**config.mk**
```make
export PLATFORM = sky130hd
export DESIGN_NAME = tlqe_div
export DESIGN_NICKNAME = d
export VERILOG_FILES = /design/src/hw/rtl/tlqe_pkg.sv /design/src/hw/rtl/tlqe_div.sv
export SDC_FILE = /design/constraint.sdc
export NUM_CORES = 2
export LEC_CHECK = 0
export ABC_AREA = 1
export BUFFER_PORTS_ARGS = -buffer_cell sky130_fd_sc_hd__buf_2
export CAP_MARGIN = 10
export CORE_ASPECT_RATIO = 1.75
export CORE_UTILIZATION = 30
export DETAILED_ROUTE_END_ITERATION = 6
export GPL_TIMING_DRIVEN = 1
export SETUP_SLACK_MARGIN = 0.15
export SLEW_MARGIN = 20
export SYNTH_ARGS = -nofsm -noshare
export SYNTH_HDL_FRONTEND = slang
export SYNTH_SLANG_ARGS = --single-unit
export TNS_END_PERCENT = 5
```
**constraint.sdc**
```tcl
create_clock -name clk_i -period 3.5 [get_ports clk_i]
set_clock_uncertainty 0.2 [all_clocks]
set_input_delay 0.7 -clock clk_i [delete_from_list [all_inputs] [get_ports clk_i]]
set_output_delay 0.7 -clock clk_i [all_outputs]
set_load 0.02 [all_outputs]
```
**src/hw/rtl/tlqe_pkg.sv**
```systemverilog
// tlqe_pkg: shared widths, types and helper function of the thick line quad expander
`default_nettype none
package tlqe_pkg;

  localparam int CoordBits  = 16;
  localparam int WidthBits  = 12;
  localparam int ColorBits  = 32;
  localparam int DiffW      = CoordBits + 1;
  localparam int SqW        = 2 * DiffW;
  localparam int FracShift  = 16;
  localparam int RadW       = SqW + FracShift;
  localparam int LenW       = (RadW + 1) / 2;
  localparam int ScaleShift = 7;
  localparam int ProdW      = DiffW + WidthBits;
  localparam int NumW       = ProdW + ScaleShift;
  localparam int QW         = WidthBits - 1;
  localparam int HW         = QW + 1;
  localparam int SumW       = ((CoordBits > HW) ? CoordBits : HW) + 1;
  localparam int NumVerts   = 6;
  localparam int CntW       = 3;
  localparam logic [CntW-1:0] LastIdx = CntW'(NumVerts - 1);

  typedef struct packed {
    logic signed [CoordBits-1:0] x1;
    logic signed [CoordBits-1:0] y1;
    logic signed [CoordBits-1:0] x2;
    logic signed [CoordBits-1:0] y2;
    logic [ColorBits-1:0]        rgba;
  } seg_t;

  typedef struct packed {
    seg_t            seg;
    logic            negx;
    logic            negy;
    logic            zero;
    logic [NumW-1:0] numx;
    logic [NumW-1:0] numy;
  } carry_t;

  function automatic logic [CoordBits-1:0] sat_coord(input logic [SumW-1:0] v);
    logic [SumW-CoordBits:0] top;
    logic [CoordBits-1:0]    res;
    top = v[SumW-1:CoordBits-1];
    if ((top == '0) || (top == '1)) begin
      res = v[CoordBits-1:0];
    end else if (v[SumW-1]) begin
      res = {1'b1, {(CoordBits-1){1'b0}}};
    end else begin
      res = {1'b0, {(CoordBits-1){1'b1}}};
    end
    return res;
  endfunction

endpackage
`default_nettype wire

```
**src/hw/rtl/tlqe_div.sv**
```systemverilog
// tlqe_div: pipelined restoring divider for both offset components
`default_nettype none
module tlqe_div (
  input  wire logic                      clk_i,
  input  wire logic                      rst_ni,
  input  wire logic                      adv_i,
  input  wire logic                      vld_i,
  input  wire logic [tlqe_pkg::LenW-1:0] len_i,
  input  wire tlqe_pkg::carry_t          car_i,
  output logic                           vld_o,
  output logic [tlqe_pkg::QW-1:0]        qx_o,
  output logic [tlqe_pkg::QW-1:0]        qy_o,
  output tlqe_pkg::carry_t               car_o
);

  localparam int CmpW = tlqe_pkg::NumW + tlqe_pkg::LenW;

  logic                          vld_w [tlqe_pkg::QW+1];
  logic [tlqe_pkg::LenW-1:0]     len_w [tlqe_pkg::QW+1];
  logic [tlqe_pkg::NumW-1:0]     rx_w  [tlqe_pkg::QW+1];
  logic [tlqe_pkg::NumW-1:0]     ry_w  [tlqe_pkg::QW+1];
  logic [tlqe_pkg::QW-1:0]       qx_w  [tlqe_pkg::QW+1];
  logic [tlqe_pkg::QW-1:0]       qy_w  [tlqe_pkg::QW+1];
  tlqe_pkg::carry_t              car_w [tlqe_pkg::QW+1];

  assign vld_w[0] = vld_i;
  assign len_w[0] = len_i;
  assign rx_w[0]  = car_i.numx;
  assign ry_w[0]  = car_i.numy;
  assign qx_w[0]  = '0;
  assign qy_w[0]  = '0;
  assign car_w[0] = car_i;

  for (genvar k = 0; k < tlqe_pkg::QW; k++) begin : g_stage
    localparam int Bit = tlqe_pkg::QW - 1 - k;
    logic [CmpW-1:0] dvs_d;
    logic            gex_d, gey_d;

    assign dvs_d = CmpW'(len_w[k]) << Bit;
    assign gex_d = CmpW'(rx_w[k]) >= dvs_d;
    assign gey_d = CmpW'(ry_w[k]) >= dvs_d;

    always_ff @(posedge clk_i or negedge rst_ni) begin
      if (!rst_ni) begin
        vld_w[k+1] <= 1'b0;
      end else if (adv_i) begin
        vld_w[k+1] <= vld_w[k];
      end
    end

    always_ff @(posedge clk_i) begin
      if (adv_i) begin
        len_w[k+1] <= len_w[k];
        car_w[k+1] <= car_w[k];
        rx_w[k+1]  <= gex_d ? rx_w[k] - dvs_d[tlqe_pkg::NumW-1:0] : rx_w[k];
        ry_w[k+1]  <= gey_d ? ry_w[k] - dvs_d[tlqe_pkg::NumW-1:0] : ry_w[k];
        qx_w[k+1]  <= gex_d ? (qx_w[k] | (tlqe_pkg::QW'(1) << Bit)) : qx_w[k];
        qy_w[k+1]  <= gey_d ? (qy_w[k] | (tlqe_pkg::QW'(1) << Bit)) : qy_w[k];
      end
    end
  end

  assign vld_o = vld_w[tlqe_pkg::QW];
  assign qx_o  = qx_w[tlqe_pkg::QW];
  assign qy_o  = qy_w[tlqe_pkg::QW];
  assign car_o = car_w[tlqe_pkg::QW];

endmodule
`default_nettype wire

```
==> summary.txt <==
Drt
  • DRC: 0
  • Via count: 93638
  • Vias per cell: 4.62
  • WL per Instance: 20.9 um
  • Drt pass-1 iters: 6
  • DRT iter0 DRCs: 6242
  • Total wire length: 424000 um
  • Post-route ant nets: 0

Cells and area
  • Layout cells sized above 1: 8.85%
  • Area growth, synth to finish: 15.9%
  • Fin area: 159000 um^2
  • # nets final: 14874
  • Fillers: 45473

Timing
  • Worst-Margin Slew: 0.878 ns
  • Crit share post-route: 96.0%
  • RSZ-0062 raised after global routing: yes
  • Final setup vio count: 0
  • Fmax: 0.298 GHz
  • Rel. slew slack: 41.5%
  • Slew Viols, Final: 0
  • Worst hold margin: 0.115 ns
  • TNS Setup: 0 ns
  • Hold Vio Cnt, Final: 0
  • Crit path time final: 3.36 ns
  • Worst setup margin: 0.141 ns

Min path
  • Hold WC Path Type: in -> reg

Status
  • Status: completed

Critical path
  • CP Class: reg -> reg
  • Critical path launch point type: flop
  • Crit end category: flop
  • CP max stage cell: a21oi_4
  • Worst-path fanout max: 13
  • Crit path DAT: 3.82 ns
  • Crit-path cells: ha_1 > inv_1 > fa_1 > nand3_1 > nand2_2 > nand2_1 > nand2_2 > nand2_1 > nand2_2 > nand2_2 > nand2_2 > a21oi_4 > a21oi_1
  • Most common cell on crit path: nand2_2
  • Crit-path max cell delay: 0.49 ns
  • CP required: 3.96 ns

Clock network
  • TritonCTS Buffers: 286
  • Clock transition at path regs: 0.07 ns
  • CTS tree: done
  • Htree depth: 5
  • Clock Path Buffers: 4
  • Skew-Pair Late Insertion Delay: 1.01 ns
  • Root buffer cell: clkbuf_16
  • CTS sink count: 2884

Logic synthesis
  • Post-synth top cells: nand2_1, edfxtp_1, inv_1
  • Synth top area share: 63.0%
  • Netlist cell types: 52
  • Synth Cell Area: 137000 um^2
  • Top-count cell post-synth: nand2_1
  • Cells after synthesis: 13185
  • Syn nets: 13955
  • Post-synthesis register bit count: 2884
  • Most used DFF post-synth: edfxtp_1
  • Synth Area per Inst: 10.4 um^2
  • Sequential area share after synthesis: 63.2%
  • Post-synth EDFFs: 2873
  • Synth top area cells: edfxtp_1, nand2_1, ha_1
  • Area leader, netlist: edfxtp_1
  • Post-synth ARST share: 0.381%
  • Ys Warns: 0

Placed design
  • Dpl ws: 0.0645 ns
  • Routability cong.: 1.04
  • Port bufs: 393
  • Placed cell areas: 147000 um^2
  • Dpl hpwl: 337000 um

Die
  • Die ar.: 459000 um^2
  • Core ar.: 454000 um^2
  • Initial Utilization: 30.2%
  • Die width: 513 um
  • Die Ht: 896 um
  • I/O pins: 394
  • Row count: 327

Power and ir drop
  • Leakage: 66.9 nW
  • VDD IR max: 497 uV
  • Final Power: 116 mW
  • Power Dens Cells: 728 nW/um^2

Global route
  • First-pass GRT wire length: 606000 um
  • Overflow after GRT: 0
  • Number of antenna violations at the first check in global routing: 12
  • Vias in the first global route: 96002
  • Total Routing Usage GR: 18.1%
  • Largest net degree at the start of global routing: 137

Job
  • Number of max-cap violations: 0
==> worst max-delay path, delay by kind of cell (launching register included) <==
family | cells | cell delay [ns]
AND/OR/NAND/NOR | 8 | 0.91
adder cells (fa/ha/maj) | 2 | 0.65
AO/OA/AOI/OAI | 2 | 0.63
flip-flops | 1 | 0.48
buffers and inverters | 1 | 0.16
==> metrics by stage <==
step | utilization [%] | std cells
finish | 35.0 | 20257
global route | 35.0 | 20254
CTS | 35.0 | 20252
detailed placement | 32.4 | 19541
global placement | 32.4 | 19541
floorplan | - | 13185
==> layout by cell type (no fill, tap or decap), drive strengths merged, types with 44 or more instances in the layout <==
cell type    instances
inv               1751
edfxtp            2873
buf                732
clkbuf             331
dlygate4sd3        195
a21oi              649
nor2               897
nand3              585
xor2               249
nand2             4259
nand4              271
clkinv             113
ha                 550
nand3b              44
nor3               156
o21ai              406
==> logic make-up after synthesis <==
group	share of synthesized area, %
muxes	0.00822
DFF	63.2
adders and majority gates	5.32
and+or+nand+nor	18.9
buffers and inverters	6.42
AOI/OAI and AO/OA	4.27
xor gates and xnor gates	1.85
==> report_power, final <==
part	total (mW)	internal (mW)	switching, mW
clock	31.9	18.0	13.8
combinational	36.4	11.8	24.6
sequential	47.3	44.4	2.94
total	116	74.2	41.4
==> path summary, 6_finish.rpt <==
kind	startpoint	endpoint	slack (ns)	depth (start not counted)
setup / recovery	g_stage[8].dvs_d[2]	ry_w[107]	0.14	13
hold / removal	car_i[67]	car_w[1777]	0.11	2
setup reg to reg	g_stage[8].dvs_d[2]	ry_w[107]	0.14	13
hold reg to reg	car_w[665]	car_w[494]	0.20	0
max in group asynchronous	rst_ni	vld_w[6]	2.22	3
min in group asynchronous	rst_ni	vld_o	0.54	3
==> layout make-up <==
class | count | area (um^2) | share of cell area (%)
Multi-Input combinational cell | 8274 | 41600 | 26.2
Clock buffer | 331 | 7390 | 4.65
Sequential cell | 2884 | 86500 | 54.5
Timing Repair Buffer | 927 | 7070 | 4.45
Inverter | 1731 | 6500 | 4.10
Antenna cell | 4 | 10.0 | 0.00630
Clock inverter | 184 | 2200 | 1.39
Tap cell | 5922 | 7410 | 4.67
==> registers in the layout, indices dropped and copies added (netlist names) <==
register,flops
rx_w,360
g_stage.dvs_d,250
car_w,1600
qx_o,11
qx_w,55
ry_w,360
vld_w,10
car_o,171
vld_o,1
qy_w,55
qy_o,11
==> timing repair <==
action,CTS,global route
hold buffers,195,0
endpoints found under the hold margin,240,0
setup endpoints to repair,3,46
buffers inserted,0,1
cloned,1,0
gates resized for setup,0,9
pin swaps,1,0
==> layer usage <==
metal / up-vias / routed length (um) / global-route usage [%] / part of all wire (%)
li1: 45976 / - / - / -
met1: 43829 / 134000 / 15.7 / 32
met4: 6 / 50200 / 18.6 / 12
met2: 2482 / 224000 / 34.3 / 53
met3: 1345 / 15700 / 2.55 / 3.7
met5: - / 43 / 0 / 0.010
Power figures use the tool's default switching activity.
