## config.mk

```make
export PLATFORM = sky130hd
export DESIGN_NAME = tlqe_sqrt
export DESIGN_NICKNAME = d
export VERILOG_FILES = /design/src/hw/rtl/tlqe_pkg.sv /design/src/hw/rtl/tlqe_sqrt.sv
export SDC_FILE = /design/constraint.sdc
export NUM_CORES = 2
export LEC_CHECK = 0
export ABC_AREA = 1
export BUFFER_PORTS_ARGS = -buffer_cell sky130_fd_sc_hd__buf_4
export CAP_MARGIN = 20
export CORE_UTILIZATION = 45
export CTS_CLUSTER_SIZE = 25
export DETAILED_ROUTE_END_ITERATION = 10
export HOLD_SLACK_MARGIN = 0.1
export PLACE_DENSITY = 0.7
export SLEW_MARGIN = 40
export SYNTH_ARGS = -nofsm -noshare
export SYNTH_HDL_FRONTEND = slang
export SYNTH_SLANG_ARGS = --single-unit
```

## constraint.sdc

```tcl
create_clock -name clk_i -period 2.9 [get_ports clk_i]
set_input_delay 0.29 -clock clk_i [delete_from_list [all_inputs] [get_ports clk_i]]
set_output_delay 0.29 -clock clk_i [all_outputs]
set_load 0.05 [all_outputs]
```

## src/hw/rtl/tlqe_pkg.sv

```systemverilog
// tlqe_pkg: shared widths, types and helper function of the thick line quad expander
`default_nettype none
package tlqe_pkg;

  localparam int CoordBits  = 16;
  localparam int WidthBits  = 12;
  localparam int ColorBits  = 32;
  localparam int DiffW      = CoordBits + 1;
  localparam int SqW        = 2 * DiffW;
  localparam int FracShift  = 16;
  localparam int RadW       = SqW + FracShift;
  localparam int LenW       = (RadW + 1) / 2;
  localparam int ScaleShift = 7;
  localparam int ProdW      = DiffW + WidthBits;
  localparam int NumW       = ProdW + ScaleShift;
  localparam int QW         = WidthBits - 1;
  localparam int HW         = QW + 1;
  localparam int SumW       = ((CoordBits > HW) ? CoordBits : HW) + 1;
  localparam int NumVerts   = 6;
  localparam int CntW       = 3;
  localparam logic [CntW-1:0] LastIdx = CntW'(NumVerts - 1);

  typedef struct packed {
    logic signed [CoordBits-1:0] x1;
    logic signed [CoordBits-1:0] y1;
    logic signed [CoordBits-1:0] x2;
    logic signed [CoordBits-1:0] y2;
    logic [ColorBits-1:0]        rgba;
  } seg_t;

  typedef struct packed {
    seg_t            seg;
    logic            negx;
    logic            negy;
    logic            zero;
    logic [NumW-1:0] numx;
    logic [NumW-1:0] numy;
  } carry_t;

  function automatic logic [CoordBits-1:0] sat_coord(input logic [SumW-1:0] v);
    logic [SumW-CoordBits:0] top;
    logic [CoordBits-1:0]    res;
    top = v[SumW-1:CoordBits-1];
    if ((top == '0) || (top == '1)) begin
      res = v[CoordBits-1:0];
    end else if (v[SumW-1]) begin
      res = {1'b1, {(CoordBits-1){1'b0}}};
    end else begin
      res = {1'b0, {(CoordBits-1){1'b1}}};
    end
    return res;
  endfunction

endpackage
`default_nettype wire

```

## src/hw/rtl/tlqe_sqrt.sv

```systemverilog
// tlqe_sqrt: pipelined floor square root, one root bit per stage
`default_nettype none
module tlqe_sqrt (
  input  wire logic                      clk_i,
  input  wire logic                      rst_ni,
  input  wire logic                      adv_i,
  input  wire logic                      vld_i,
  input  wire logic [tlqe_pkg::RadW-1:0] rad_i,
  input  wire tlqe_pkg::carry_t          car_i,
  output logic                           vld_o,
  output logic [tlqe_pkg::LenW-1:0]      len_o,
  output tlqe_pkg::carry_t               car_o
);

  logic                          vld_w  [tlqe_pkg::LenW+1];
  logic [tlqe_pkg::RadW-1:0]     rem_w  [tlqe_pkg::LenW+1];
  logic [tlqe_pkg::LenW-1:0]     root_w [tlqe_pkg::LenW+1];
  tlqe_pkg::carry_t              car_w  [tlqe_pkg::LenW+1];

  assign vld_w[0]  = vld_i;
  assign rem_w[0]  = rad_i;
  assign root_w[0] = '0;
  assign car_w[0]  = car_i;

  for (genvar k = 0; k < tlqe_pkg::LenW; k++) begin : g_stage
    localparam int Bit = tlqe_pkg::LenW - 1 - k;
    logic [tlqe_pkg::RadW:0] trial_d;
    logic                    ge_d;

    assign trial_d = ((tlqe_pkg::RadW+1)'(root_w[k]) << (Bit + 1))
                   | ((tlqe_pkg::RadW+1)'(1) << (2 * Bit));
    assign ge_d    = {1'b0, rem_w[k]} >= trial_d;

    always_ff @(posedge clk_i or negedge rst_ni) begin
      if (!rst_ni) begin
        vld_w[k+1] <= 1'b0;
      end else if (adv_i) begin
        vld_w[k+1] <= vld_w[k];
      end
    end

    always_ff @(posedge clk_i) begin
      if (adv_i) begin
        rem_w[k+1]  <= ge_d ? rem_w[k] - trial_d[tlqe_pkg::RadW-1:0] : rem_w[k];
        root_w[k+1] <= ge_d ? (root_w[k] | (tlqe_pkg::LenW'(1) << Bit)) : root_w[k];
        car_w[k+1]  <= car_w[k];
      end
    end
  end

  assign vld_o = vld_w[tlqe_pkg::LenW];
  assign len_o = root_w[tlqe_pkg::LenW];
  assign car_o = car_w[tlqe_pkg::LenW];

endmodule
`default_nettype wire

```

==> summary.md <==
| Metric | Value |
|---|---|
| Clock latency on the worst-skew pair | `1.05 ns` |
| Num CTS Buffers | `587` |
| Met3 usage | `2.38%` |
| Clk sink count | `5825` |
| Total track usage | `19.8%` |
| Post-DRT Antenna Nets | `0` |
| Die boundary height | `697 microns` |
| Most common library cells after synthesis | `edfxtp_1, nand2_1, inv_1` |
| Area contributors post-synth | `edfxtp_1, nand2_1, inv_1` |
| Total negative setup slack | `0 ns` |
| Count of final hold-check violations | `0` |
| Wirelength, routed | `488000 microns` |
| Top Family by Delay on Critical Path | `simple AND/OR/NAND/NOR gates` |
| WP data required | `3.69 ns` |
| Die W | `697 microns` |
| Yosys reg bits | `5825` |
| Nets@finish | `17100` |
| I/O pins | `422` |
| EDFF count, synth | `5800` |
| Met1 Usage GRT | `24.1%` |
| Placed inst area | `233000 sq um` |
| CP Cell Sequence | `inv_1 -> ha_1 -> nand2_1 -> nor2_1 -> inv_1 -> nor2_2 -> nand2_1 -> nor2_1 -> a21oi_1 -> nand2_2 -> inv_2 -> buf_12 -> o21ai_2` |
| RR Endpoint | `rem_w[219]$_DFFE_PP_` |
| Site Rows | `254` |
| Yosys cell types | `65` |
| Synth area leader | `edfxtp_1` |
| DR vias | `112000` |
| Critical path startpoint category | `flop` |
| Post-route cell area | `257000 sq um` |
| PD cells | `781 nW/um^2` |
| Vias per inst | `4.82` |
| Most common cell in the netlist | `edfxtp_1` |
| RSZ-0062 raised after global routing | `true` |
| Vias in the first global route | `116000` |
| Core area | `480000 sq um` |
| Initial drt markers | `8350` |
| Initial Util | `45.3%` |
| Syn_nets | `15100` |
| Reg2reg start | `g_stage[20].trial_d[22]$_DFFE_PP_` |
| FF-to-FF setup slack | `0.11 ns` |
| Final setup fails | `0` |
| Cells after synthesis | `14600` |
| DPL Wire Length | `339000 microns` |
| Leak Pwr | `97.8 nW` |
| IR drop worst, VDD | `0.704 mV` |
| CP bufs+invs | `4` |
| Yosys top cell area share | `80.1%` |
| Period utilisation layout | `96.1%` |
| Yosys warns | `0` |
| Main flop type after synthesis | `edfxtp_1` |
| Clock period minus worst slack | `2.79 ns` |
| Achievable Freq | `359 MHz` |
| Worst r2r path cells | `13` |
| Slew Limit Headroom | `47.2%` |
| First-pass GRT wire length | `723000 microns` |
| WS Path Type | `reg -> reg` |
| CP arrival | `3.58 ns` |
| CTS tree | `built` |
| Slowest-stage cell, CP | `edfxtp_1` |
| Run status | `finished clean` |
| Syn avg cell area | `14.9 sq um` |
| Layout area overhead | `18.1%` |
| Gpl congestion | `0.909` |
| Worst-Margin Slew | `0.793 ns` |
| Fraction of registers with async set/reset | `0.429%` |
| Worst-path clk slew | `0.06 ns` |
| Kind of end point of the critical path | `flop` |
| Die area | `486000 sq um` |
| Wirelength per Cell | `20.9 microns` |
| TritonRoute pass-1 iters | `6` |
| Post-synthesis sequential area ratio | `80.4%` |
| Share of cells above drive strength 1 | `13.5%` |
| Largest net degree at the start of global routing | `106` |
| GRT Residual Overflow | `0` |
| Antenna violations before repair | `13` |
| Worst-case clock buffer depth | `4` |
| CTS Root Cell | `clkbuf_16` |
| Overall Power | `200 mW` |
| Skew final | `0.0595 ns` |
| Hold Path Class | `in -> async` |
| CP peak stage delay | `0.53 ns` |
| Port bufs | `421` |
| CP max FO | `28` |
| Max Cap Viol | `0` |
| DR DRC count | `0` |
| Slew Limit Fails | `0` |
| H-tree depth | `6` |
| Global routing usage on met2 | `36.5%` |
| Final Util | `53.5%` |
| Post-Syn Area | `217000 sq um` |
| GR peak layer | `met2` |
per-stage QoR:
stage          setup WS [ns]  std cells  hold WS [ns]
2_1_floorplan          0.794      14600      -0.00559
3_3_place_gp          -0.418      21800         0.199
3_5_place_dp          -0.288      21800         0.205
4_1_cts              0.00868      23300         0.137
5_1_grt             -0.00882      23400         0.215
6_report               0.112      23400         0.255
cell usage in the layout, fill, tap and decap left out, types with 22 or more instances in the layout:
cell              n
edfxtp_1       5800
nand2_1        3118
inv_1          1588
nor2_1         1103
buf_4          1016
clkbuf_16       592
nand3_1         569
dlygate4sd3_1   450
a21oi_1         399
ha_1            345
nand4_1         188
o21ai_0         179
xor2_1          169
clkinv_1        132
xnor2_1         131
buf_12          117
nor3_1          110
clkbuf_1        101
clkinv_2         95
o21ai_2          85
nor4_1           67
a21oi_2          58
nand2_2          52
bufinv_16        38
o21ai_1          37
nand3b_1         36
nor2_2           33
or2_2            27
a21o_1           25
dfrtp_1          25
clkinv_16        22
clkinvlp_4       22
how the worst max path moves through the flow:
stage                                      startpoint                    to  slack (ns)  cells after the start
CTS                              rem_w[111]$_DFFE_PP_   rem_w[74]$_DFFE_PP_       0.009                     12
detailed placement               rem_w[173]$_DFFE_PP_  rem_w[143]$_DFFE_PP_       -0.29                     12
global placement    g_stage[20].trial_d[22]$_DFFE_PP_  rem_w[221]$_DFFE_PP_       -0.42                     13
floorplan                        rem_w[993]$_DFFE_PP_  rem_w[941]$_DFFE_PP_        0.79                      8
finish              g_stage[20].trial_d[22]$_DFFE_PP_  rem_w[219]$_DFFE_PP_        0.11                     13
global route        g_stage[22].trial_d[27]$_DFFE_PP_  rem_w[127]$_DFFE_PP_      -0.009                     13
report_power, final:
group          leakage (nW)  total, mW  internal (mW)  switching (mW)
Clock                  9.12       74.0           41.4            32.6
Combinational          31.9       22.6           7.73            14.9
Sequential             56.8        104            100            3.64
metal layers:
metal	wire, microns	vias to the layer above
met2	256000	2110
met3	16400	782
met1	199000	54700
met5	0	-
li1	-	54900
met4	17200	0
final cells by class:
type | instances | area (sq um)
diodes | 6 | 15.0
multi-input cells | 6876 | 34700
flip-flops and latches | 5825 | 175000
clock inverters | 361 | 3630
inverters | 1608 | 6040
well taps | 6400 | 8010
repair buffers | 1585 | 14500
clock buffers | 694 | 15200
fillers | 38600 | 223000
state kept, by name, summed over array words and instances (netlist names):
name             flops
g_stage.trial_d    300
rem_w             1200
car_o              171
vld_o                1
vld_w               24
len_o               25
car_w             4104
worst min-delay path, stage by stage:
cell,delay (ns)
dlygate4sd3_1,0.52
dlygate4sd3_1,0.54
buf_4,0.12
buf_12,0.17
repair_timing:
action | CTS | global route
hold buffers | 451 | 0
pin swaps | 1 | 3
buffers inserted | 0 | 6
hold endpoints to repair | 872 | 0
setup endpoints to repair | 42 | 33
gates resized for setup | 18 | 11
cloned | 1 | 1
cells by family (layout without fill, tap and decap cells):
kind of cell             count (synthesis)  count (layout)  share of synthesized area, %
AO/OA/AOI/OAI                          844             844                          2.29
XOR/XNOR                               300             300                          1.21
adder cells (fa/ha/maj)                346             346                          1.99
buffers and inverters                 1862            4248                          3.73
flip-flops                            5825            5825                          80.4
multiplexers                             1               1                       0.00518
other                                    0               6                             0
AND/OR/NAND/NOR                       5383            5385                          10.4
(Power assumes the default switching activity.)
