[src/hw/rtl/tlqe_pkg.sv]
// tlqe_pkg: shared widths, types and helper function of the thick line quad expander
`default_nettype none
package tlqe_pkg;

  localparam int CoordBits  = 16;
  localparam int WidthBits  = 12;
  localparam int ColorBits  = 32;
  localparam int DiffW      = CoordBits + 1;
  localparam int SqW        = 2 * DiffW;
  localparam int FracShift  = 16;
  localparam int RadW       = SqW + FracShift;
  localparam int LenW       = (RadW + 1) / 2;
  localparam int ScaleShift = 7;
  localparam int ProdW      = DiffW + WidthBits;
  localparam int NumW       = ProdW + ScaleShift;
  localparam int QW         = WidthBits - 1;
  localparam int HW         = QW + 1;
  localparam int SumW       = ((CoordBits > HW) ? CoordBits : HW) + 1;
  localparam int NumVerts   = 6;
  localparam int CntW       = 3;
  localparam logic [CntW-1:0] LastIdx = CntW'(NumVerts - 1);

  typedef struct packed {
    logic signed [CoordBits-1:0] x1;
    logic signed [CoordBits-1:0] y1;
    logic signed [CoordBits-1:0] x2;
    logic signed [CoordBits-1:0] y2;
    logic [ColorBits-1:0]        rgba;
  } seg_t;

  typedef struct packed {
    seg_t            seg;
    logic            negx;
    logic            negy;
    logic            zero;
    logic [NumW-1:0] numx;
    logic [NumW-1:0] numy;
  } carry_t;

  function automatic logic [CoordBits-1:0] sat_coord(input logic [SumW-1:0] v);
    logic [SumW-CoordBits:0] top;
    logic [CoordBits-1:0]    res;
    top = v[SumW-1:CoordBits-1];
    if ((top == '0) || (top == '1)) begin
      res = v[CoordBits-1:0];
    end else if (v[SumW-1]) begin
      res = {1'b1, {(CoordBits-1){1'b0}}};
    end else begin
      res = {1'b0, {(CoordBits-1){1'b1}}};
    end
    return res;
  endfunction

endpackage
`default_nettype wire

[src/hw/rtl/tlqe_emit.sv]
// tlqe_emit: corner sums with saturation and the six vertex beat sequencer
`default_nettype none
module tlqe_emit (
  input  wire logic                          clk_i,
  input  wire logic                          rst_ni,
  input  wire logic                          vld_i,
  input  wire logic [tlqe_pkg::QW-1:0]       qx_i,
  input  wire logic [tlqe_pkg::QW-1:0]       qy_i,
  input  wire tlqe_pkg::carry_t              car_i,
  output logic                               adv_o,
  output logic                               vert_valid_o,
  output logic [tlqe_pkg::CoordBits-1:0]     vert_x_o,
  output logic [tlqe_pkg::CoordBits-1:0]     vert_y_o,
  output logic [tlqe_pkg::ColorBits-1:0]     vert_rgba_o,
  output logic                               last_vertex_o
);

  localparam int ExtC = tlqe_pkg::SumW - tlqe_pkg::CoordBits;
  localparam int ExtH = tlqe_pkg::SumW - tlqe_pkg::HW;

  logic [tlqe_pkg::HW-1:0]        hx_d, hy_d;
  logic [tlqe_pkg::SumW-1:0]      hxe_d, hye_d;
  logic [tlqe_pkg::SumW-1:0]      x1e_d, y1e_d, x2e_d, y2e_d;
  logic                           act_q;
  logic [tlqe_pkg::CntW-1:0]      cnt_q;
  logic [tlqe_pkg::CoordBits-1:0] apx_q, apy_q, amx_q, amy_q;
  logic [tlqe_pkg::CoordBits-1:0] bpx_q, bpy_q, bmx_q, bmy_q;
  logic [tlqe_pkg::ColorBits-1:0] rgba_q;

  assign adv_o = !act_q || (cnt_q == tlqe_pkg::LastIdx);

  assign hx_d  = car_i.negx ? tlqe_pkg::HW'(-{1'b0, qx_i}) : {1'b0, qx_i};
  assign hy_d  = car_i.negy ? tlqe_pkg::HW'(-{1'b0, qy_i}) : {1'b0, qy_i};
  assign hxe_d = {{ExtH{hx_d[tlqe_pkg::HW-1]}}, hx_d};
  assign hye_d = {{ExtH{hy_d[tlqe_pkg::HW-1]}}, hy_d};
  assign x1e_d = {{ExtC{car_i.seg.x1[tlqe_pkg::CoordBits-1]}}, car_i.seg.x1};
  assign y1e_d = {{ExtC{car_i.seg.y1[tlqe_pkg::CoordBits-1]}}, car_i.seg.y1};
  assign x2e_d = {{ExtC{car_i.seg.x2[tlqe_pkg::CoordBits-1]}}, car_i.seg.x2};
  assign y2e_d = {{ExtC{car_i.seg.y2[tlqe_pkg::CoordBits-1]}}, car_i.seg.y2};

  always_ff @(posedge clk_i or negedge rst_ni) begin
    if (!rst_ni) begin
      act_q <= 1'b0;
      cnt_q <= '0;
    end else if (adv_o) begin
      act_q <= vld_i && !car_i.zero;
      cnt_q <= '0;
    end else begin
      cnt_q <= cnt_q + tlqe_pkg::CntW'(1);
    end
  end

  always_ff @(posedge clk_i) begin
    if (adv_o) begin
      apx_q  <= tlqe_pkg::sat_coord(x1e_d + hxe_d);
      apy_q  <= tlqe_pkg::sat_coord(y1e_d + hye_d);
      amx_q  <= tlqe_pkg::sat_coord(x1e_d - hxe_d);
      amy_q  <= tlqe_pkg::sat_coord(y1e_d - hye_d);
      bpx_q  <= tlqe_pkg::sat_coord(x2e_d + hxe_d);
      bpy_q  <= tlqe_pkg::sat_coord(y2e_d + hye_d);
      bmx_q  <= tlqe_pkg::sat_coord(x2e_d - hxe_d);
      bmy_q  <= tlqe_pkg::sat_coord(y2e_d - hye_d);
      rgba_q <= car_i.seg.rgba;
    end
  end

  always_comb begin
    case (cnt_q)
      3'd0: begin
        vert_x_o = apx_q;
        vert_y_o = apy_q;
      end
      3'd1, 3'd4: begin
        vert_x_o = amx_q;
        vert_y_o = amy_q;
      end
      3'd2, 3'd3: begin
        vert_x_o = bpx_q;
        vert_y_o = bpy_q;
      end
      default: begin
        vert_x_o = bmx_q;
        vert_y_o = bmy_q;
      end
    endcase
  end

  assign vert_valid_o  = act_q;
  assign vert_rgba_o   = rgba_q;
  assign last_vertex_o = act_q && (cnt_q == tlqe_pkg::LastIdx);

endmodule
`default_nettype wire

[config.mk]
export PLATFORM = sky130hd
export DESIGN_NAME = tlqe_emit
export DESIGN_NICKNAME = d
export VERILOG_FILES = /design/src/hw/rtl/tlqe_pkg.sv /design/src/hw/rtl/tlqe_emit.sv
export SDC_FILE = /design/constraint.sdc
export NUM_CORES = 1
export LEC_CHECK = 0
export BUFFER_PORTS_ARGS = -buffer_cell sky130_fd_sc_hd__buf_2
export CAP_MARGIN = 0
export CORE_ASPECT_RATIO = 1.2
export CORE_MARGIN = 4
export CORE_UTILIZATION = 50
export CTS_CLUSTER_DIAMETER = 50
export DETAILED_ROUTE_END_ITERATION = 6
export PLACE_DENSITY_LB_ADDON = 0.2
export RECOVER_POWER = 100
export SLEW_MARGIN = 10
export SYNTH_ARGS = -nofsm -noshare
export SYNTH_HDL_FRONTEND = slang
export SYNTH_SLANG_ARGS = --single-unit
[constraint.sdc]
create_clock -name clk_i -period 5.85 [get_ports clk_i]
set_clock_uncertainty 0.1 [all_clocks]
set_input_delay 0.585 -clock clk_i [delete_from_list [all_inputs] [get_ports clk_i]]
set_output_delay 0.585 -clock clk_i [all_outputs]
set_load 0.03 [all_outputs]
==> results of run 1 <==
[layout by cell type (no fill, tap or decap), types with 27 or more instances in the layout]
cell / netlist / layout
clkbuf_1: 49 / 70
nand3_1: 29 / 29
a21oi_1: 175 / 185
nor3_1: 32 / 32
o21bai_1: 27 / 27
o21ai_0: 86 / 86
ha_1: 143 / 143
a21o_1: 29 / 29
xnor2_1: 78 / 78
buf_2: 15 / 125
inv_1: 101 / 101
edfxtp_1: 160 / 160
a222oi_1: 32 / 32
xor2_1: 33 / 33
nand2_1: 52 / 52
nor2_1: 118 / 119
[per-layer routing]
metal  track usage (%)  wire, um  vias up
met5                 0         0        -
met4              10.8      1580        0
met3              3.11      1950       67
met2              45.5     19700      366
met1              29.6     15600     5418
li1                  -         -     5693
[worst max-delay path, stage by stage (launching register included)]
cell	delay, ns
dfrtp_1	0.44
inv_1	0.10
ha_1	0.14
a21o_1	0.86
or3_1	1.60
nor2_1	0.19
a21oi_1	0.40
clkbuf_1	0.35
[area by class of cell]
class                      instances  share of cell area (%)
antenna                            1                  0.0164
clock buffer                      18                    2.82
clock inverter                    14                   0.739
inverter                         104                    2.56
multi-input combinational       1112                    52.5
sequential                       164                    32.2
tap                              340                    2.79
timing repair buffer             205                    6.35
[power by group through the flow]
stage                     Clock, W  Sequential, W  Combinational [W]
after global placement           0        0.00221            0.00385
after CTS                  0.00104        0.00220            0.00389
after global routing       0.00109        0.00227            0.00407
final                      0.00103        0.00223            0.00380
after detailed placement         0        0.00222            0.00387
after floorplan                  0        0.00243            0.00254
[per-stage QoR]
step           instance area (sq um)  std cells  hold slack (ns)
2_1_floorplan                  13700       1451            0.189
3_3_place_gp                   14800       1924            0.294
3_5_place_dp                   14800       1924            0.299
4_1_cts                        15400       1957            0.214
5_1_grt                        15200       1957            0.216
6_report                       15200       1958            0.238
[cell families after synthesis]
logic type | share of synthesized area (%)
flops | 35.9
buf+inv | 5.11
simple gates | 11.6
mux | 0.632
xor+xnor | 7.12
fa+ha+maj | 15.6
compound gates | 24.0
[registers in the layout (all words and copies together) (netlist names)]
signal / flops
vert_rgba_o: 32
apx_q: 16
bmy_q: 16
bmx_q: 16
bpx_q: 16
cnt_q: 3
apy_q: 16
amx_q: 16
bpy_q: 16
vert_valid_o: 1
amy_q: 16
[final timing paths]
kind | end | startpoint | slack (ns)
worst max-delay path | vert_y_o[15] | cnt_q[2] | 0.62
worst min-delay path | vert_rgba_o[24] | car_i[99] | 0.24
worst max register to register | bmy_q[13] | cnt_q[1] | 1.26
worst min register to register | cnt_q[0] | cnt_q[0] | 0.40
max in group asynchronous | cnt_q[0] | rst_ni | 5.03
min in group asynchronous | cnt_q[2] | rst_ni | 0.42
[what timing repair did]
action                    4_1_cts  5_1_grt
hold endpoints to repair        4        0
gates resized for setup         0        0
hold buffers                    1        0
==> impl_metrics.py, run 1 <==
metrics = {
    "outcome": {
        "status": "finished with violations",
        "violations": "design-rule violations, max-capacitance violations, max-slew violations",
    },
    "finish": {
        "final_nets": 1951,
        "drive_above_1_share_pct": 11.4,
        "seq_area_sq_um": 4900,
        "post-route-util_pct": 56.4,
        "fillers": 2461,
        "multi_input_area_sq_um": 8000,
        "area_growth_pct": 11.5,
    },
    "floorplan": {
        "io-pin-count": 263,
        "core_sq_um": 27000,
        "die-area_sq_um": 30000,
        "fp.dieW_um": 159,
        "start_util_pct": 50.6,
        "fp-row-count": 66,
        "die_y_um": 189,
    },
    "logic_synthesis": {
        "synth_edf_count": 160,
        "ys_seq_area_share_pct": 35.9,
        "async_flop_share_pct": 2.44,
        "synth.avg_cell_area_sq_um": 9.41,
        "synth-seq-cells": 164,
        "synth.area.top_cells": "edfxtp_1, ha_1, a21oi_1",
        "synth.most_common_cell": "a21oi_1",
        "synth_cells": 1451,
        "yosys_warnings": 0,
        "ys_top_cells_by_count": "a21oi_1, edfxtp_1, ha_1, nor2_1, inv_1",
        "synth_ff_type": "edfxtp_1",
        "synth_largest_area_cell": "edfxtp_1",
        "synth_top_cell_area_share_pct": 35.2,
        "synth_cell_type_count": 82,
        "synth_area_sq_um": 13700,
        "syn_nets": 1798,
    },
    "timing": {
        "max_freq_ghz": 0.191,
        "relSlewSlack_pct": -63.2,
        "finalCritPeriodShare_pct": 89.4,
        "finalHoldViolCount": 0,
        "tns_ns": 0,
        "final_max_slew_viol_count": 234,
        "setup_viol": 0,
        "tightest_slew_ns": 2.45,
        "setup_slack_ns": 0.622,
        "rsz0062_at_grt": "false",
        "post-route-min-period_ns": 5.23,
    },
    "route": {
        "ant_nets": 0,
        "routedWlPerCell_um": 19.8,
        "vias": 11500,
        "drc": 2,
        "wl_um": 38800,
        "avgViaCountPerCell": 5.90,
        "firstDrtPassIters": 7,
        "drt_iter0_drc": 1042,
    },
    "power_and_ir_drop": {
        "p_seq_share_pct": 31.6,
        "power.density_nw_per_um2": 463,
        "power_w": 0.00706,
        "intPower_w": 0.00367,
        "switching_share_pct": 48.0,
        "power.leakage_nw": 6.14,
        "p_sw_w": 0.00339,
        "p_comb_share_pct": 53.8,
        "peakVddDrop_mv": 0.593,
        "p_clk_share_pct": 14.6,
    },
    "global_route": {
        "grt_antenna_before_repair": 0,
        "grt_use_total_pct": 24.9,
        "grt_pass1_wl_um": 59700,
        "grt_pass1_vias": 11300,
        "grt.overflow.total": 0,
        "grt_max_degree": 69,
    },
    "cts": {
        "clock_latency_ns": 0.42,
        "cts_setup_buffers": 0,
        "htreeDepth": 4,
        "cts_buffer_depth": 2,
        "cts_buffers": 17,
        "cts_num_sinks": 164,
        "cts_root_buf": "clkbuf_16",
        "cts_tree": "yes",
        "clk_pin_slew_ns": 0.07,
    },
    "flow_run": {
        "cap_violations": 4,
    },
    "place": {
        "gp_congestion": 0.934,
        "portBuffers": 190,
        "detailedPlace.worstSlack_ns": 0.624,
        "dp_hpwl_um": 31000,
    },
    "critical_path": {
        "cp-start-kind": "flop",
        "cp.required_ns": 5.16,
        "worstSetupPathType": "reg -> out",
        "cp.arrival_ns": 4.54,
        "reg2regPathDepth": 5,
        "critical_path.endpoint_type": "output pin",
        "crit_fanout": 64,
    },
    "hold_path": {
        "worstHoldPathCells": 1,
        "hp-class": "in -> reg",
    },
}
Note: power is estimated with default switching activity, not from simulation.
==> run 2: changes to the inputs <==
Settings changed: CTS_BUF_LIST set to sky130_fd_sc_hd__clkbuf_8 sky130_fd_sc_hd__clkbuf_16, TNS_END_PERCENT set to 50.
Clock period 5.85 ns to 6.75 ns, I/O delays scaled along.
==> impl_metrics.py, run 2 (synthesized netlist as in run 1, its figures left out) <==
metrics = {
    "outcome": {
        "status": "finished with violations",
        "violations": "design-rule violations, max-capacitance violations, max-slew violations",
    },
    "finish": {
        "diodes": 0,
        "final_common_cell": "a21oi_1",
        "drive_above_1_share_pct": 11.0,
        "area_growth_pct": 11.5,
        "fin_cells": 1951,
        "mostFrequentLayoutCells": "a21oi_1, edfxtp_1, ha_1, buf_2, nor2_1",
        "final_cell_area_sq_um": 15200,
        "largest_reg_flops": 32,
        "post-route-util_pct": 56.4,
        "final_nets": 1945,
    },
    "floorplan": {
        "io-pin-count": 263,
        "fp.dieW_um": 159,
        "fp-row-count": 66,
        "die_y_um": 189,
        "die-area_sq_um": 30000,
        "start_util_pct": 50.6,
        "core_sq_um": 27000,
    },
    "global_route": {
        "grt_antenna_before_repair": 0,
        "grt_use_total_pct": 25.3,
        "grt_max_degree": 68,
        "grt_pass1_wl_um": 60600,
        "grt.overflow.total": 0,
        "grt_pass1_vias": 11400,
    },
    "critical_path": {
        "reg2regPathDepth": 6,
        "worstSetupPathType": "in -> reg",
        "critical_path.endpoint_type": "flop",
        "cp.required_ns": 6.78,
        "setup.worst_path.start": "qy_i[5]",
        "timing.rr.start": "cnt_q[1]",
        "cp.arrival_ns": 5.51,
        "worstReg2RegEnd": "apx_q[4]",
        "cp-start-kind": "input port",
        "crit_fanout": 12,
        "r2r_setup_slack_ns": 1.30,
        "crit_end": "bpy_q[5]",
    },
    "cts": {
        "cts_buffers": 17,
        "htreeDepth": 4,
        "cts_num_sinks": 164,
        "clk_pin_slew_ns": 0.06,
        "cts_buffer_depth": 2,
        "clock_latency_ns": 0.42,
        "cts_tree": "yes",
        "cts_setup_buffers": 0,
        "cts_root_buf": "clkbuf_16",
    },
    "route": {
        "vias": 11600,
        "ant_nets": 0,
        "avgViaCountPerCell": 5.94,
        "routedWlPerCell_um": 20.2,
        "drc": 2,
        "wl_um": 39500,
        "drt_iter0_drc": 991,
        "firstDrtPassIters": 7,
    },
    "timing": {
        "tightest_slew_ns": 2.58,
        "finalCritPeriodShare_pct": 81.2,
        "relSlewSlack_pct": -72.4,
        "tns_ns": 0,
        "final_max_slew_viol_count": 166,
        "post-route-min-period_ns": 5.48,
        "finalHoldViolCount": 0,
        "max_freq_ghz": 0.182,
        "setup_viol": 0,
        "rsz0062_at_grt": "false",
    },
    "place": {
        "dp_hpwl_um": 31300,
        "placed_area_sq_um": 14800,
        "placed_cells": 1918,
        "portBuffers": 190,
        "gp_congestion": 0.956,
    },
    "power_and_ir_drop": {
        "peakVddDrop_mv": 0.416,
        "power.leakage_nw": 6.14,
        "power.density_nw_per_um2": 405,
    },
    "hold_path": {
        "hp-class": "in -> reg",
    },
    "flow_run": {
        "cap_violations": 3,
    },
}
[run 2: cell count changes in the layout (fill, tap and decap cells not counted), moves of 3 or more]
cell / change
a21oi_1: -3
inv_1: +4
a21oi_2: +3
buf_4: -4
clkinvlp_4: -3
buf_2: -4
[run 2: routing by layer]
| metal | part of all wire, % | GRT usage, % | up-vias | wire, um |
|---|---|---|---|---|
| met1 | 39 | 30.2 | 5478 | 15600 |
| met4 | 3.8 | 8.98 | 0 | 1500 |
| met2 | 52 | 47.0 | 398 | 20400 |
| met3 | 5.2 | 3.09 | 51 | 2030 |
| li1 | - | - | 5670 | - |
| met5 | 0 | 0 | - | 0 |
[run 2: power breakdown]
part | switching [W] | internal (W) | total, W
clock | 0.000385 | 0.000558 | 0.000943
sequential | 0.000150 | 0.00178 | 0.00193
combinational | 0.00242 | 0.000883 | 0.00330
[run 2: area by class of cell]
class	count	area, sq um
timing repair buffer	199	923
tap	340	425
inverter	104	390
clock inverter	13	123
fill	2450	11800
clock buffer	19	453
multi-input combinational	1112	8010
sequential	164	4900
[run 2: what timing repair did]
item | CTS | global route
endpoints found under the setup margin | 0 | 0
endpoints found under the hold margin | 4 | 0
hold buffers | 1 | 0
resized for setup | 0 | 0
[run 2: how the worst min path moves through the flow]
stage                           from         endpoint  slack, ns  depth (start not counted)
after global routing       car_i[90]  vert_rgba_o[15]       0.31                          1
after CTS                 car_i[101]  vert_rgba_o[26]       0.31                          1
after global placement        rst_ni     vert_valid_o       0.38                          1
final                     car_i[101]  vert_rgba_o[26]       0.32                          1
after detailed placement      rst_ni     vert_valid_o       0.38                          1
after floorplan               rst_ni         cnt_q[0]       0.28                          0
[run 2: stage by stage]
step | hold WS, ns | power [W] | setup WS, ns
after floorplan | 0.279 | 0.00430 | 1.42
after global placement | 0.380 | 0.00526 | 1.20
after detailed placement | 0.384 | 0.00530 | 1.13
after CTS | 0.308 | 0.00625 | 1.57
after global routing | 0.306 | 0.00650 | 0.905
final | 0.324 | 0.00617 | 1.27
[run 2: critical path, stage by stage]
cell,delay (ns)
clkbuf_1,0.12
or4_1,0.55
or3_1,0.35
o31ai_1,0.94
ha_1,0.53
or4b_1,0.58
or3_1,0.40
o311a_1,0.45
and3_1,0.21
a21oi_2,0.50
a21oi_1,0.20
